<file path="config.mk">
export PLATFORM = sky130hd
export DESIGN_NAME = sample_gain_fade_peak
export DESIGN_NICKNAME = d
export VERILOG_FILES = /design/src/sv/sgfp_pkg.sv /design/src/sv/sgfp_mul.sv /design/src/sv/sgfp_div.sv /design/src/sv/sample_gain_fade_peak.sv
export VERILOG_INCLUDE_DIRS = /design/src /design/src/sv
export SDC_FILE = /design/constraint.sdc
export NUM_CORES = 1
export LEC_CHECK = 0
export ABC_CLOCK_PERIOD_IN_PS = 11150
export BUFFER_PORTS_ARGS = -buffer_cell sky130_fd_sc_hd__buf_2
export CAP_MARGIN = 40
export CORE_MARGIN = 10
export CORE_UTILIZATION = 50
export DETAILED_ROUTE_END_ITERATION = 10
export GPL_TIMING_DRIVEN = 0
export PLACE_DENSITY = 0.66
export REMOVE_ABC_BUFFERS = 1
export SLEW_MARGIN = 10
export SYNTH_ARGS = -nofsm -noshare
export SYNTH_HDL_FRONTEND = slang
export SYNTH_SLANG_ARGS = --single-unit
export TNS_END_PERCENT = 5
</file>
<file path="constraint.sdc">
create_clock -name aclk -period 11.15 [get_ports aclk]
set_clock_uncertainty 0.1 [all_clocks]
set_input_delay 0.5575 -clock aclk [delete_from_list [all_inputs] [get_ports aclk]]
set_output_delay 0.5575 -clock aclk [all_outputs]
set_load 0.03 [all_outputs]
</file>
<file path="src/sv/sample_gain_fade_peak_defines.svh">
// Assertion macros shared by the sample gain, fade and peak block.
`ifndef SAMPLE_GAIN_FADE_PEAK_DEFINES_SVH
`define SAMPLE_GAIN_FADE_PEAK_DEFINES_SVH

// Same-cycle implication, checked out of reset.
`define SGFP_ASSERT_NOW(label, ante, cons, msg) \
    label: assert property (@(posedge aclk) disable iff (!aresetn) (ante) |-> (cons)) \
        else $error(msg);

// Next-cycle implication, checked out of reset.
`define SGFP_ASSERT_NEXT(label, ante, cons, msg) \
    label: assert property (@(posedge aclk) disable iff (!aresetn) (ante) |=> (cons)) \
        else $error(msg);

`endif

</file>
<file path="src/sv/sgfp_pkg.sv">
// Types, constants and codes for the sample gain, fade and peak block.
package sgfp_pkg;

    // Field and datapath widths
    localparam int SAMPLE_W = 16;
    localparam int LEN_W    = 25;
    localparam int POS_W    = 24;
    localparam int GAIN_W   = 16;
    localparam int MPLIER_W = 17;              // magnitude of a 16-bit sample
    localparam int MCAND_W  = LEN_W;
    localparam int PROD_W   = MCAND_W + MPLIER_W;
    localparam int Q_SHIFT  = 10;              // fade factor in 1/1024 steps
    localparam int QF_W     = Q_SHIFT + 1;     // factor is at most 1024
    localparam int DVD_W    = LEN_W + Q_SHIFT; // widest dividend
    localparam int CNT_W    = $clog2(DVD_W + 1);
    localparam int IDX_W    = 2;

    // Constants
    localparam logic [LEN_W-1:0]  LEN_CAP   = LEN_W'(1 << 24);
    localparam logic [LEN_W-1:0]  NORM_DIV  = LEN_W'(100);
    localparam logic [GAIN_W-1:0] GAIN_RST  = GAIN_W'(100);
    localparam logic [DVD_W-1:0]  WIDE_POS  = DVD_W'(32767);
    localparam logic [DVD_W-1:0]  WIDE_NEG  = DVD_W'(32768);
    localparam logic [DVD_W-1:0]  NARR_POS  = DVD_W'(127);
    localparam logic [DVD_W-1:0]  NARR_NEG  = DVD_W'(128);

    // Mode codes
    localparam logic [1:0] MODE_NORM     = 2'd0;
    localparam logic [1:0] MODE_FADE_IN  = 2'd1;
    localparam logic [1:0] MODE_FADE_OUT = 2'd2;
    localparam logic [1:0] MODE_PASS     = 2'd3;

    // Register indexes
    localparam logic [IDX_W-1:0] REG_MODE = 2'd0;
    localparam logic [IDX_W-1:0] REG_WIDE = 2'd1;
    localparam logic [IDX_W-1:0] REG_GAIN = 2'd2;
    localparam logic [IDX_W-1:0] REG_FLEN = 2'd3;

    typedef struct packed {
        logic signed [SAMPLE_W-1:0] sample_in;
        logic                       last_in;
    } sgfp_in_t;

    typedef struct packed {
        logic signed [SAMPLE_W-1:0] sample_out;
        logic [SAMPLE_W-1:0]        peak_level;
        logic                       last_out;
    } sgfp_out_t;

    typedef enum logic [2:0] {
        ST_IDLE,
        ST_MUL,
        ST_DIV,
        ST_MUL_Q,
        ST_DONE
    } sgfp_state_t;

endpackage

</file>
<file path="src/sv/sgfp_mul.sv">
// Serial shift-add multiplier, one multiplier bit per cycle.
module sgfp_mul import sgfp_pkg::*; (
    input  logic                aclk,
    input  logic                aresetn,
    input  logic                start,
    input  logic [MCAND_W-1:0]  mcand,
    input  logic [MPLIER_W-1:0] mplier,
    output logic [PROD_W-1:0]   prod,
    output logic                done
);

    logic [PROD_W-1:0]   acc_reg, acc_next;
    logic [PROD_W-1:0]   mcand_reg, mcand_next;
    logic [MPLIER_W-1:0] mplier_reg, mplier_next;
    logic                busy_reg, busy_next;
    logic                done_reg, done_next;

    // Control
    always_ff @(posedge aclk) begin
        if (!aresetn) begin
            busy_reg <= 1'b0;
            done_reg <= 1'b0;
        end else begin
            busy_reg <= busy_next;
            done_reg <= done_next;
        end
    end

    // Datapath
    always_ff @(posedge aclk) begin
        acc_reg    <= acc_next;
        mcand_reg  <= mcand_next;
        mplier_reg <= mplier_next;
    end

    // Add the shifted multiplicand when the low multiplier bit is set
    always_comb begin
        acc_next    = acc_reg;
        mcand_next  = mcand_reg;
        mplier_next = mplier_reg;
        busy_next   = busy_reg;
        done_next   = 1'b0;
        if (start) begin
            acc_next    = '0;
            mcand_next  = PROD_W'(mcand);
            mplier_next = mplier;
            busy_next   = 1'b1;
        end else if (busy_reg) begin
            if (mplier_reg[0]) begin
                acc_next = acc_reg + mcand_reg;
            end
            mcand_next  = mcand_reg << 1;
            mplier_next = mplier_reg >> 1;
            if (mplier_next == '0) begin
                busy_next = 1'b0;
                done_next = 1'b1;
            end
        end
    end

    assign prod = acc_reg;
    assign done = done_reg;

endmodule

</file>
<file path="src/sv/sgfp_div.sv">
// Serial restoring divider, one quotient bit per cycle.
module sgfp_div import sgfp_pkg::*; (
    input  logic              aclk,
    input  logic              aresetn,
    input  logic              start,
    input  logic [DVD_W-1:0]  dividend,
    input  logic [LEN_W-1:0]  divisor,
    output logic [DVD_W-1:0]  quotient,
    output logic              done
);

    logic [DVD_W-1:0] quo_reg, quo_next;
    logic [LEN_W-1:0] rem_reg, rem_next;
    logic [LEN_W-1:0] dsr_reg, dsr_next;
    logic [CNT_W-1:0] cnt_reg, cnt_next;
    logic             busy_reg, busy_next;
    logic             done_reg, done_next;
    logic [LEN_W:0]   trial;
    logic             qbit;

    // Control
    always_ff @(posedge aclk) begin
        if (!aresetn) begin
            busy_reg <= 1'b0;
            done_reg <= 1'b0;
        end else begin
            busy_reg <= busy_next;
            done_reg <= done_next;
        end
    end

    // Datapath
    always_ff @(posedge aclk) begin
        quo_reg <= quo_next;
        rem_reg <= rem_next;
        dsr_reg <= dsr_next;
        cnt_reg <= cnt_next;
    end

    // Shift in the next dividend bit, subtract when it fits
    always_comb begin
        quo_next  = quo_reg;
        rem_next  = rem_reg;
        dsr_next  = dsr_reg;
        cnt_next  = cnt_reg;
        busy_next = busy_reg;
        done_next = 1'b0;
        trial     = {rem_reg, quo_reg[DVD_W-1]};
        qbit      = (trial >= {1'b0, dsr_reg});
        if (start) begin
            quo_next  = dividend;
            rem_next  = '0;
            dsr_next  = divisor;
            cnt_next  = CNT_W'(DVD_W);
            busy_next = 1'b1;
        end else if (busy_reg) begin
            if (qbit) begin
                rem_next = LEN_W'(trial - {1'b0, dsr_reg});
            end else begin
                rem_next = trial[LEN_W-1:0];
            end
            quo_next = {quo_reg[DVD_W-2:0], qbit};
            cnt_next = cnt_reg - 1'b1;
            if (cnt_reg == CNT_W'(1)) begin
                busy_next = 1'b0;
                done_next = 1'b1;
            end
        end
    end

    assign quotient = quo_reg;
    assign done     = done_reg;

endmodule

</file>
<file path="src/sv/sample_gain_fade_peak.sv">
// Top level: per-sample gain, linear fade and peak meter.
//
// Input words arrive on s_valid/s_ready/s_data (sample_in, last_in) and
// each one yields exactly one result word on m_valid/m_ready/m_data
// (sample_out, peak_level, last_out). Registers are written through
// cfg_valid/cfg_ready/cfg_index/cfg_data; cfg_ready is always high and
// writes belong between items.
// One item is worked at a time. Normalize and 8-bit fades run a serial
// multiply, one sample magnitude bit per step until the remaining bits
// are zero, then the 35-step serial divide. 16-bit fades divide first
// for the 1/1024 factor, then multiply. The next word is taken in the
// cycle after the result is loaded.
// Reset (synchronous, active low) restores mode normalize, 16-bit samples,
// gain 100 percent, fade length 1, and clears position and peak.
// The result sits in an output register; a new input word is taken while it
// waits. When the receiver stalls and a second result is finished, the
// block holds it until the output register frees up.
`include "sample_gain_fade_peak_defines.svh"

module sample_gain_fade_peak import sgfp_pkg::*; (
    input  logic             aclk,
    input  logic             aresetn,
    input  logic             s_valid,
    output logic             s_ready,
    input  sgfp_in_t         s_data,
    output logic             m_valid,
    input  logic             m_ready,
    output sgfp_out_t        m_data,
    input  logic             cfg_valid,
    output logic             cfg_ready,
    input  logic [IDX_W-1:0] cfg_index,
    input  logic [LEN_W-1:0] cfg_data
);

    // Configuration
    logic [1:0]        mode_reg;
    logic              wide_reg;
    logic [GAIN_W-1:0] gain_reg;
    logic [LEN_W-1:0]  flen_reg;

    // Region state
    logic [POS_W-1:0]    pos_reg;
    logic [SAMPLE_W-1:0] peak_reg;

    // Captured item
    logic signed [SAMPLE_W-1:0] s_reg;
    logic [MPLIER_W-1:0]        abs_reg;
    logic                       neg_reg;
    logic [LEN_W-1:0]           num_reg;
    logic                       last_reg;
    logic [SAMPLE_W-1:0]        opeak_reg;

    // Sequencer
    sgfp_state_t      state_reg, state_next;
    logic             mul_go_reg, mul_go_next;
    logic             div_go_reg, div_go_next;
    logic [DVD_W-1:0] mag_reg, mag_next;
    logic             out_load;

    // Output register
    logic      m_valid_reg;
    sgfp_out_t m_data_reg;

    // Units
    logic [MCAND_W-1:0] mul_mcand;
    logic [PROD_W-1:0]  mul_prod;
    logic               mul_done;
    logic [DVD_W-1:0]   div_dividend;
    logic [LEN_W-1:0]   div_divisor;
    logic [DVD_W-1:0]   div_quo;
    logic               div_done;

    // Accept-time values
    logic                       accept;
    logic                       fade_mode;
    logic signed [SAMPLE_W-1:0] s_val;
    logic                       s_neg;
    logic [MPLIER_W-1:0]        s_abs;
    logic [LEN_W-1:0]           len;
    logic [LEN_W-1:0]           len_m1;
    logic [LEN_W-1:0]           pos_i;
    logic [LEN_W-1:0]           num;
    logic [LEN_W-1:0]           pos_adv;
    logic [SAMPLE_W-1:0]        peak_new;
    logic signed [SAMPLE_W-1:0] result;

    assign accept    = s_valid && s_ready;
    assign s_ready   = (state_reg == ST_IDLE);
    assign cfg_ready = 1'b1;
    assign fade_mode = (mode_reg == MODE_FADE_IN) || (mode_reg == MODE_FADE_OUT);

    // Sample decode, fade length clamp and region position
    always_comb begin
        if (wide_reg) begin
            s_val = s_data.sample_in;
        end else begin
            s_val = {{8{s_data.sample_in[7]}}, s_data.sample_in[7:0]};
        end
        s_neg = s_val[SAMPLE_W-1];
        if (s_neg) begin
            s_abs = MPLIER_W'(0) - {s_val[SAMPLE_W-1], s_val};
        end else begin
            s_abs = {1'b0, s_val};
        end
        if (flen_reg == '0) begin
            len = LEN_W'(1);
        end else if (flen_reg > LEN_CAP) begin
            len = LEN_CAP;
        end else begin
            len = flen_reg;
        end
        len_m1 = len - 1'b1;
        pos_i  = ({1'b0, pos_reg} > len_m1) ? len_m1 : {1'b0, pos_reg};
        num    = (mode_reg == MODE_FADE_IN) ? pos_i : len - pos_i;
        if (pos_i < len_m1) begin
            pos_adv = pos_i + 1'b1;
        end else begin
            pos_adv = len_m1;
        end
        peak_new = (s_abs[SAMPLE_W-1:0] > peak_reg) ? s_abs[SAMPLE_W-1:0] : peak_reg;
    end

    // Configuration writes
    always_ff @(posedge aclk) begin
        if (!aresetn) begin
            mode_reg <= MODE_NORM;
            wide_reg <= 1'b1;
            gain_reg <= GAIN_RST;
            flen_reg <= LEN_W'(1);
        end else if (cfg_valid && cfg_ready) begin
            case (cfg_index)
                REG_MODE: mode_reg <= cfg_data[1:0];
                REG_WIDE: wide_reg <= cfg_data[0];
                REG_GAIN: gain_reg <= cfg_data[GAIN_W-1:0];
                REG_FLEN: flen_reg <= cfg_data;
                default:  mode_reg <= mode_reg;
            endcase
        end
    end

    // Region position and running peak
    always_ff @(posedge aclk) begin
        if (!aresetn) begin
            pos_reg  <= '0;
            peak_reg <= '0;
        end else if (accept) begin
            if (s_data.last_in) begin
                pos_reg  <= '0;
                peak_reg <= '0;
            end else begin
                pos_reg  <= pos_adv[POS_W-1:0];
                peak_reg <= peak_new;
            end
        end
    end

    // Item capture
    always_ff @(posedge aclk) begin
        if (accept) begin
            s_reg     <= s_val;
            abs_reg   <= s_abs;
            neg_reg   <= s_neg;
            num_reg   <= num;
            last_reg  <= s_data.last_in;
            opeak_reg <= peak_new;
        end
    end

    // Unit operand selection
    always_comb begin
        if (state_reg == ST_MUL_Q) begin
            mul_mcand = MCAND_W'(div_quo[QF_W-1:0]);
        end else if (mode_reg == MODE_NORM) begin
            mul_mcand = MCAND_W'(gain_reg);
        end else begin
            mul_mcand = num_reg;
        end
        if (fade_mode && wide_reg) begin
            div_dividend = {num_reg, {Q_SHIFT{1'b0}}};
        end else begin
            div_dividend = mul_prod[DVD_W-1:0];
        end
        div_divisor = (mode_reg == MODE_NORM) ? NORM_DIV : len;
    end

    sgfp_mul u_mul (
        .aclk    (aclk),
        .aresetn (aresetn),
        .start   (mul_go_reg),
        .mcand   (mul_mcand),
        .mplier  (abs_reg),
        .prod    (mul_prod),
        .done    (mul_done)
    );

    sgfp_div u_div (
        .aclk     (aclk),
        .aresetn  (aresetn),
        .start    (div_go_reg),
        .dividend (div_dividend),
        .divisor  (div_divisor),
        .quotient (div_quo),
        .done     (div_done)
    );

    // Sequencer state
    always_ff @(posedge aclk) begin
        if (!aresetn) begin
            state_reg  <= ST_IDLE;
            mul_go_reg <= 1'b0;
            div_go_reg <= 1'b0;
        end else begin
            state_reg  <= state_next;
            mul_go_reg <= mul_go_next;
            div_go_reg <= div_go_next;
        end
    end

    always_ff @(posedge aclk) begin
        mag_reg <= mag_next;
    end

    // Sequencer next state
    always_comb begin
        state_next  = state_reg;
        mul_go_next = 1'b0;
        div_go_next = 1'b0;
        mag_next    = mag_reg;
        out_load    = 1'b0;
        case (state_reg)
            ST_IDLE: begin
                if (s_valid) begin
                    if (mode_reg == MODE_PASS) begin
                        state_next = ST_DONE;
                    end else if (fade_mode && wide_reg) begin
                        div_go_next = 1'b1;
                        state_next  = ST_DIV;
                    end else begin
                        mul_go_next = 1'b1;
                        state_next  = ST_MUL;
                    end
                end
            end
            ST_MUL: begin
                if (mul_done) begin
                    div_go_next = 1'b1;
                    state_next  = ST_DIV;
                end
            end
            ST_DIV: begin
                if (div_done) begin
                    if (fade_mode && wide_reg) begin
                        mul_go_next = 1'b1;
                        state_next  = ST_MUL_Q;
                    end else begin
                        mag_next   = div_quo;
                        state_next = ST_DONE;
                    end
                end
            end
            ST_MUL_Q: begin
                if (mul_done) begin
                    mag_next   = DVD_W'(mul_prod[PROD_W-1:Q_SHIFT]);
                    state_next = ST_DONE;
                end
            end
            ST_DONE: begin
                if (!m_valid_reg || m_ready) begin
                    out_load   = 1'b1;
                    state_next = ST_IDLE;
                end
            end
            default: state_next = ST_IDLE;
        endcase
    end

    // Sign and clamp to the sample range; pass-through keeps the captured sample
    always_comb begin
        if (mode_reg == MODE_PASS) begin
            result = s_reg;
        end else if (neg_reg) begin
            if (mag_reg >= (wide_reg ? WIDE_NEG : NARR_NEG)) begin
                result = wide_reg ? SAMPLE_W'(-32768) : SAMPLE_W'(-128);
            end else begin
                result = SAMPLE_W'(0) - mag_reg[SAMPLE_W-1:0];
            end
        end else begin
            if (mag_reg > (wide_reg ? WIDE_POS : NARR_POS)) begin
                result = wide_reg ? SAMPLE_W'(32767) : SAMPLE_W'(127);
            end else begin
                result = mag_reg[SAMPLE_W-1:0];
            end
        end
    end

    // Output register
    always_ff @(posedge aclk) begin
        if (!aresetn) begin
            m_valid_reg <= 1'b0;
        end else if (out_load) begin
            m_valid_reg <= 1'b1;
        end else if (m_ready) begin
            m_valid_reg <= 1'b0;
        end
    end

    always_ff @(posedge aclk) begin
        if (out_load) begin
            m_data_reg.sample_out <= result;
            m_data_reg.peak_level <= opeak_reg;
            m_data_reg.last_out   <= last_reg;
        end
    end

    assign m_valid = m_valid_reg;
    assign m_data  = m_data_reg;

    // Checks
    `SGFP_ASSERT_NOW(a_mul_done_state, mul_done,
        (state_reg == ST_MUL) || (state_reg == ST_MUL_Q), "multiply finished out of sequence")
    `SGFP_ASSERT_NOW(a_div_done_state, div_done,
        state_reg == ST_DIV, "divide finished out of sequence")
    `SGFP_ASSERT_NEXT(a_region_clear, accept && s_data.last_in,
        (pos_reg == '0) && (peak_reg == '0), "region state not cleared after last word")
    `SGFP_ASSERT_NOW(a_load_free, out_load,
        !m_valid_reg || m_ready, "result loaded over a pending word")

endmodule

</file>
==> impl_results.md, run 1 <==
* Most used flip-flop cell after synthesis: edfxtp_1
* Vias in the first global route at 21.3k
* RSZ-0062 raised after global routing: no
* Flops & latches, synth at 428
* Most common cell after layout, fill and taps aside: nand2_1
* CP top delay family: compound AO/OA/AOI/OAI gates
* # DRC at 0
* Share of Yosys cell area claimed by the top area cell type at 27.7%
* Highest-delay cell along the critical path: a2111oi_2
* GRT Overall Usage at 24.1%
* Ys async rst share at 0%
* Number of core rows at 84
* Detail Route Antenna Nets at 0
* Hold_buf cts at 0
* Crit path buf inv count at 4
* Vias per inst at 6.15
* Cell Pwr Density at 218 mW/mm^2
* Post-synth top area cell: edfxtp_1
* Initial drt markers at 1935
* Slew margin rel. at 30.2%
* Top Ports at 85
* Lkg Pwr at 11.7 nW
* Hold WS at 0.0986 ns
* CTS sink cnt at 428
* Vias at 22.4k
* Longest Clk Path Bufs at 3
* Post-CTS Setup Bufs at 0
* Routability cong. at 0.956
* Peak supply drop at 0.000118 V
* Die H at 250 um
* Final Hold Fails at 0
* CP startpoint kind: flip-flop
* Yosys warnings at 0
* Gr ovfl total at 0
* Peak Freq at 0.0934 GHz
* CTS H-tree lvls at 2
* Tcrit/Tclk final at 96.0%
* Mapped Cells at 2882
* Avg WL per Cell at 21.5 um
* Netlist cell types at 94
* Worst Path Required at 11.53 ns
* Mean area per synthesized cell at 9.16 sq um
* Share of cells above drive strength 1 at 11.6%
* Critical path endpoint category: flip-flop
* Root Driver: clkbuf_16
* Area contributors post-synth: edfxtp_1 (28%), dfxtp_1 (14%), ha_1 (8.2%)
* Clk Latency, worst-skew pair at 0.61 ns
* EDFF count, synth at 244
* Kind of critical path: flip-flop to flip-flop
* # setup viols final at 0
* Pin count of the biggest net entering global routing at 71
* MaxCap Viol Count at 0
* WL final at 78300 um
* Slew Limit Fails at 0
* Seq/Total Area, Yosys at 41.7%
* Clock-pin transition on the worst setup and hold timing paths at 0.06 ns
* CTS tree: done
* Core area at 0.0524 sq mm
* Final Critical Period at 10.71 ns
* First-pass GRT wire length at 121000 um
* IO buf count at 83
* Pre-antenna DRT Iters at 5
* Initial Utilization at 50.3%
* Die area at 0.0624 sq mm
* Layout Utilization at 56.3%
* Least-Margin Pin Slew at 1.03 ns
* Nets at 3132
* Final HPWL DP at 58400 um
* CP arrival at 11.09 ns
* Synth Cell Area at 0.0264 sq mm
* Status: complete, no violations
* Initial antenna violation count at 4
* Die Wd at 250 um
* Layout area overhead at 11.9%
* TritonCTS buffer count at 48
* Worst Hold Class: primary input to flip-flop
* Highest-count cells in the layout ignoring fill and taps: nand2_1 (287), nor2_1 (256), a21oi_1 (250)
* Max incr delay on CP at 0.79 ns
* Crit Path Max Fanout at 16
[metrics by stage]
| stage | setup TNS [ns] | worst slack [ns] | area (sq um) | power, mW | cells |
|---|---|---|---|---|---|
| detailed placement | 0 | 0.404 | 27800 | 4.72 | 3546 |
| global placement | -137.61 | -6.50 | 27100 | 4.57 | 3506 |
| finish | 0 | 0.441 | 29500 | 6.44 | 3638 |
| floorplan | 0 | 0.660 | 25800 | 3.97 | 2735 |
| CTS | 0 | 0.313 | 29500 | 6.44 | 3636 |
| global route | 0 | 0.0191 | 29500 | 6.81 | 3636 |
[area by class of cell]
class                   count  area (sq um)
clock buffers              64          1350
fillers                  4559         22900
multi-input cells        2146         14300
inverters                 161           608
clock inverters            26           358
flip-flops and latches    428         11000
repair buffers            123          1050
well taps                 688           861
diodes                      2          5.00
[cells by family (layout without fill, tap and decap cells)]
| family | count (synthesis) | in the layout | share of synthesized area [%] |
|---|---|---|---|
| other | 2 | 4 | 0.0284 |
| adders and majority gates | 175 | 175 | 8.38 |
| and+or+nand+nor | 958 | 958 | 17.5 |
| muxes | 150 | 150 | 6.06 |
| xor gates and xnor gates | 95 | 95 | 3.18 |
| buffers and inverters | 308 | 374 | 4.57 |
| AOI/OAI and AO/OA | 766 | 766 | 18.6 |
| DFF | 428 | 428 | 41.7 |
[final timing paths]
path	from	to	depth (start not counted)	slack [ns]
worst max-delay path	flen_reg[11]	pos_reg[20]	30	0.44
worst min-delay path	cfg_data[23]	flen_reg[23]	3	0.1
worst max register to register	flen_reg[11]	pos_reg[20]	30	0.44
worst min register to register	opeak_reg[8]	m_data[9]	0	0.32
[what timing repair did]
action | in CTS | in global routing
endpoints found under the hold margin | 0 | 0
gates resized for setup | 0 | 2
endpoints found under the setup margin | 0 | 4
[cell usage after synthesis, types with 34 or more instances]
cell / count
edfxtp_1: 244
nor3_1: 69
nand3_1: 75
clkbuf_1: 103
a21o_1: 48
mux2_2: 65
dfxtp_1: 184
xnor2_1: 60
nor2_1: 257
a211oi_1: 44
mux2i_1: 83
and2_1: 38
a21oi_1: 251
xor2_1: 34
nand2_1: 290
ha_1: 172
inv_1: 156
o21ai_0: 153
[power by group]
group          internal (mW)  switching, mW
sequential              2.09          0.284
clock                   1.02          0.682
combinational          0.964           1.40
total                   4.08           2.37
[metal layers]
layer  GRT usage [%]  share of wire (%)  wire, um  up-vias
li1                -                  -         -    10600
met1            32.3                 44     34300    10800
met2            38.6                 46     35700      822
met3            4.38                7.6      5930      128
met4            7.88                3.0      2370        4
met5               0              0.031        24        -
[worst register-to-register path, delay by kind of cell, from the launching register on]
kind                       cells  cell delay [ns]
DFF                            1             0.47
buffers and inverters          4             0.72
and+or+nand+nor               11             4.00
AOI/OAI and AO/OA             12             4.10
adders and majority gates      3             1.22
(Power assumes the default switching activity.)
==> inputs of run 2 (changes only) <==
Settings changed: ABC_AREA from default to 1.
==> run 2 against run 1 <==
Fmax grew 3.9%. Utilization fell by 0.29 points. Register-to-register slack better by 0.40 ns. Synthesized cell count rose by 13%. Clock power is 2% lower. Critical path depth is 18 higher. Non-clock buffer count shrank 13. Die area down 2.2%. Via count down 0.55%. Synthesized area decreased by 2.4%. Largest cell class unchanged.
==> impl_results.md, run 2 <==
* Status: complete, no violations
* Comb power frac at 54.2% (+18 points)
* Hold WS at 0.0717 ns (-0.0269 ns)
* Layout Utilization at 56.0% (-0.29 points)
* CTS tree: done
* Top sig layer: met4
* Peak supply drop at 0.000679 V (+470%)
* Vias at 22.3k (-0.55%)
* Final Critical Period at 10.31 ns (-0.397 ns)
* Die H at 247 um (-1.1%)
* Slew Limit Fails at 0 (unchanged)
* Psw at 4.30 mW (+82%)
* Top-count cell post-synth: nand2_1
* Slew margin rel. at 40.8% (+11 points)
* Avg WL per Cell at 18.6 um (-14%)
* WL final at 74700 um (-4.6%)
* Total Neg Setup Slack at 0 ns (unchanged)
* Peak Freq at 0.0970 GHz (+3.9%)
* Netlist cell types at 60 (-36%)
* GRT Overall Usage at 24.0% (-0.11 points)
* Die Wd at 247 um (-1.1%)
* TritonCTS buffer count at 48 (unchanged)
* Mapped Cells at 3255 (+13%)
* Root Driver: clkbuf_16
* Multi-input gate area at 0.0128 sq mm (-11%)
* Most common cell after layout, fill and taps aside: nand2_1
* Hold_buf cts at 0 (unchanged)
* Detail Route Antenna Nets at 0 (unchanged)
* R2R Setup Slk at 0.84 ns (+0.40 ns)
* Number of core rows at 83 (-1.2%)
* Vias in the first global route at 21.1k (-0.92%)
* Post-route cell area at 0.0287 sq mm (-2.9%)
* Highest-count cells in the layout ignoring fill and taps: nand2_1 (685), inv_1 (383), o21ai_0 (331)
* Least-Margin Pin Slew at 0.889 ns (-0.146 ns)
* MaxCap Viol Count at 0 (unchanged)
* Yosys warnings at 0 (unchanged)
* Top Ports at 85 (unchanged)
* Clock-pin transition on the worst setup and hold timing paths at 0.06 ns (about the same)
* Area contributors post-synth: edfxtp_1 (28%), dfxtp_1 (14%), nand2_1 (10%)
* Post-CTS Setup Bufs at 0 (unchanged)
* Layout area overhead at 11.3%
* CP arrival at 10.58 ns (-0.51 ns)
* Crit-path most repeated cell: nand2_1
* Tot Pwr at 9.17 mW (+42%)
* Register share of total power at 27.7% (-9.1 points)
* Die area at 0.0611 sq mm (-2.2%)
* Mean area per synthesized cell at 7.92 sq um (-14%)
* Critical path endpoint category: flip-flop
* Crit Path Max Fanout at 39 (+23)
* CTS H-tree lvls at 2 (unchanged)
* Internal at 4.88 mW (+20%)
* Flops & latches, synth at 428 (unchanged)
* CP startpoint kind: flip-flop
* Vias per inst at 5.54 (-9.9%)
* Initial antenna violation count at 0 (-4)
* Clk network pwr share at 18.1% (-8.3 points)
* Post-cts sizing count at 0 (unchanged)
* Kind of critical path: flip-flop to flip-flop
* Post-Route M1 WL at 32100 um (-6.4%)
* Synth Cell Area at 0.0258 sq mm (-2.4%)
* Max incr delay on CP at 0.47 ns (-0.32 ns)
* Lkg Pwr at 12.4 nW (+6.0%)
* Pin count of the biggest net entering global routing at 72 (+1.4%)
* Final HPWL DP at 56000 um (-4.0%)
* Final Hold Fails at 0 (unchanged)
* IO buf count at 83 (unchanged)
* EDFF count, synth at 244 (unchanged)
* Hold depth at 1 (-2)
* Nets at 3519 (+12%)
* Initial drt markers at 1836 (-5.1%)
* First-pass GRT wire length at 117000 um (-3.6%)
* Seq/Total Area, Yosys at 42.7% (+1.0 points)
* Most used flip-flop cell after synthesis: edfxtp_1
* Post-synth top area cell: edfxtp_1
* Share of Yosys cell area claimed by the top area cell type at 28.4% (+0.67 points)
* Initial Utilization at 50.4% (about the same)
* Filler cells at 4647 (+1.9%)
* RSZ-0062 raised after global routing: no
* Top cells by count, synth: nand2_1 (688), inv_1 (387), o21ai_0 (331), a21oi_1 (328), nor2_1 (265)
* Sw Share at 46.8% (+10 points)
* Worst Path Required at 11.42 ns (-0.11 ns)
* Highest-delay cell along the critical path: xor2_1
* Placed inst area at 0.0270 sq mm (-2.9%)
* Gr ovfl total at 0 (unchanged)
* Worst Hold Class: primary input to flip-flop
* # DRC at 0 (unchanged)
* Cell Pwr Density at 320 mW/mm^2 (+47%)
* Core area at 0.0512 sq mm (-2.4%)
* # setup viols final at 0 (unchanged)
* Met2 WL at 35100 um (-1.6%)
* Share of cells above drive strength 1 at 8.55% (-3.1 points)
* Tcrit/Tclk final at 92.5% (-3.6 points)
* Ys async rst share at 0% (unchanged)
* Clk Latency, worst-skew pair at 0.60 ns (about the same)
* CTS sink cnt at 428 (unchanged)
* Routability cong. at 0.971 (+1.6%)
* FF+latch area at 0.0110 sq mm (about the same)
* Metal3 WL at 4390 um (-26%)
* Pre-antenna DRT Iters at 6 (+1)
* Worst R2R Path Depth at 48 (+60%)
* Longest Clk Path Bufs at 3 (unchanged)
==> run 2: changes by cell type after synthesis, moves of 43 or more <==
cell / before / now
nand2_1: 290 / 688
inv_1: 156 / 387
o21ai_0: 153 / 331
mux2i_1: 83 / 0
a21oi_1: 251 / 328
mux2_2: 65 / 0
xor2_1: 34 / 85
a21o_1: 48 / 5
==> run 2: final timing paths <==
check / startpoint / end
max: flen_reg[20] / num_reg[24]
min: s_data[0] / last_reg
max reg2reg: flen_reg[20] / num_reg[24]
min reg2reg: opeak_reg[15] / m_data[16]
==> run 2: logic make-up (layout without fill, tap and decap cells) <==
logic type	after synthesis	after routing	synth area share, %
other	2	3	0.0291
buffers and inverters	519	598	7.89
xor gates and xnor gates	117	117	3.97
DFF	428	428	42.7
and+or+nand+nor	1213	1213	19.9
AOI/OAI and AO/OA	801	801	16.9
adders and majority gates	175	175	8.58
==> run 2: per-layer routing <==
| layer | track usage, % | vias to the layer above |
|---|---|---|
| met5 | 0 | - |
| met2 | 40.3 | 650 |
| met3 | 3.18 | 142 |
| li1 | - | 11100 |
| met4 | 9.80 | 0 |
| met1 | 30.7 | 10400 |
==> run 2: area by class of cell <==
| cell class | instances | share of cell area, % |
|---|---|---|
| sequential | 428 | 38.4 |
| multi-input combinational | 2308 | 44.6 |
| clock inverter | 29 | 1.23 |
| antenna | 1 | 0.00872 |
| clock buffer | 60 | 4.55 |
| tap | 680 | 2.97 |
| timing repair buffer | 110 | 3.02 |
| inverter | 399 | 5.26 |
==> run 2: worst max-delay path, delay by kind of cell (launching register included) <==
| family | cells | cell delay [ns] |
|---|---|---|
| buffers and inverters | 4 | 0.76 |
| XOR/XNOR | 1 | 0.47 |
| AO/OA/AOI/OAI | 17 | 4.13 |
| flip-flops | 1 | 0.33 |
| adder cells (fa/ha/maj) | 4 | 1.28 |
| AND/OR/NAND/NOR | 22 | 2.96 |
==> run 2: power by group through the flow <==
stage	clock (mW)	sequential (mW)	combinational (mW)
after floorplan	0	2.48	3.40
after global placement	0	2.58	4.63
after detailed placement	0	2.56	4.88
after CTS	1.69	2.53	4.91
after global routing	1.75	2.58	5.53
final	1.66	2.54	4.97
==> run 2: through the flow <==
stage          instances  setup slack [ns]
2_1_floorplan       3135              3.84
3_3_place_gp        3898              1.22
3_5_place_dp        3925              1.14
4_1_cts             4014              1.06
5_1_grt             4014             0.197
6_report            4015             0.838
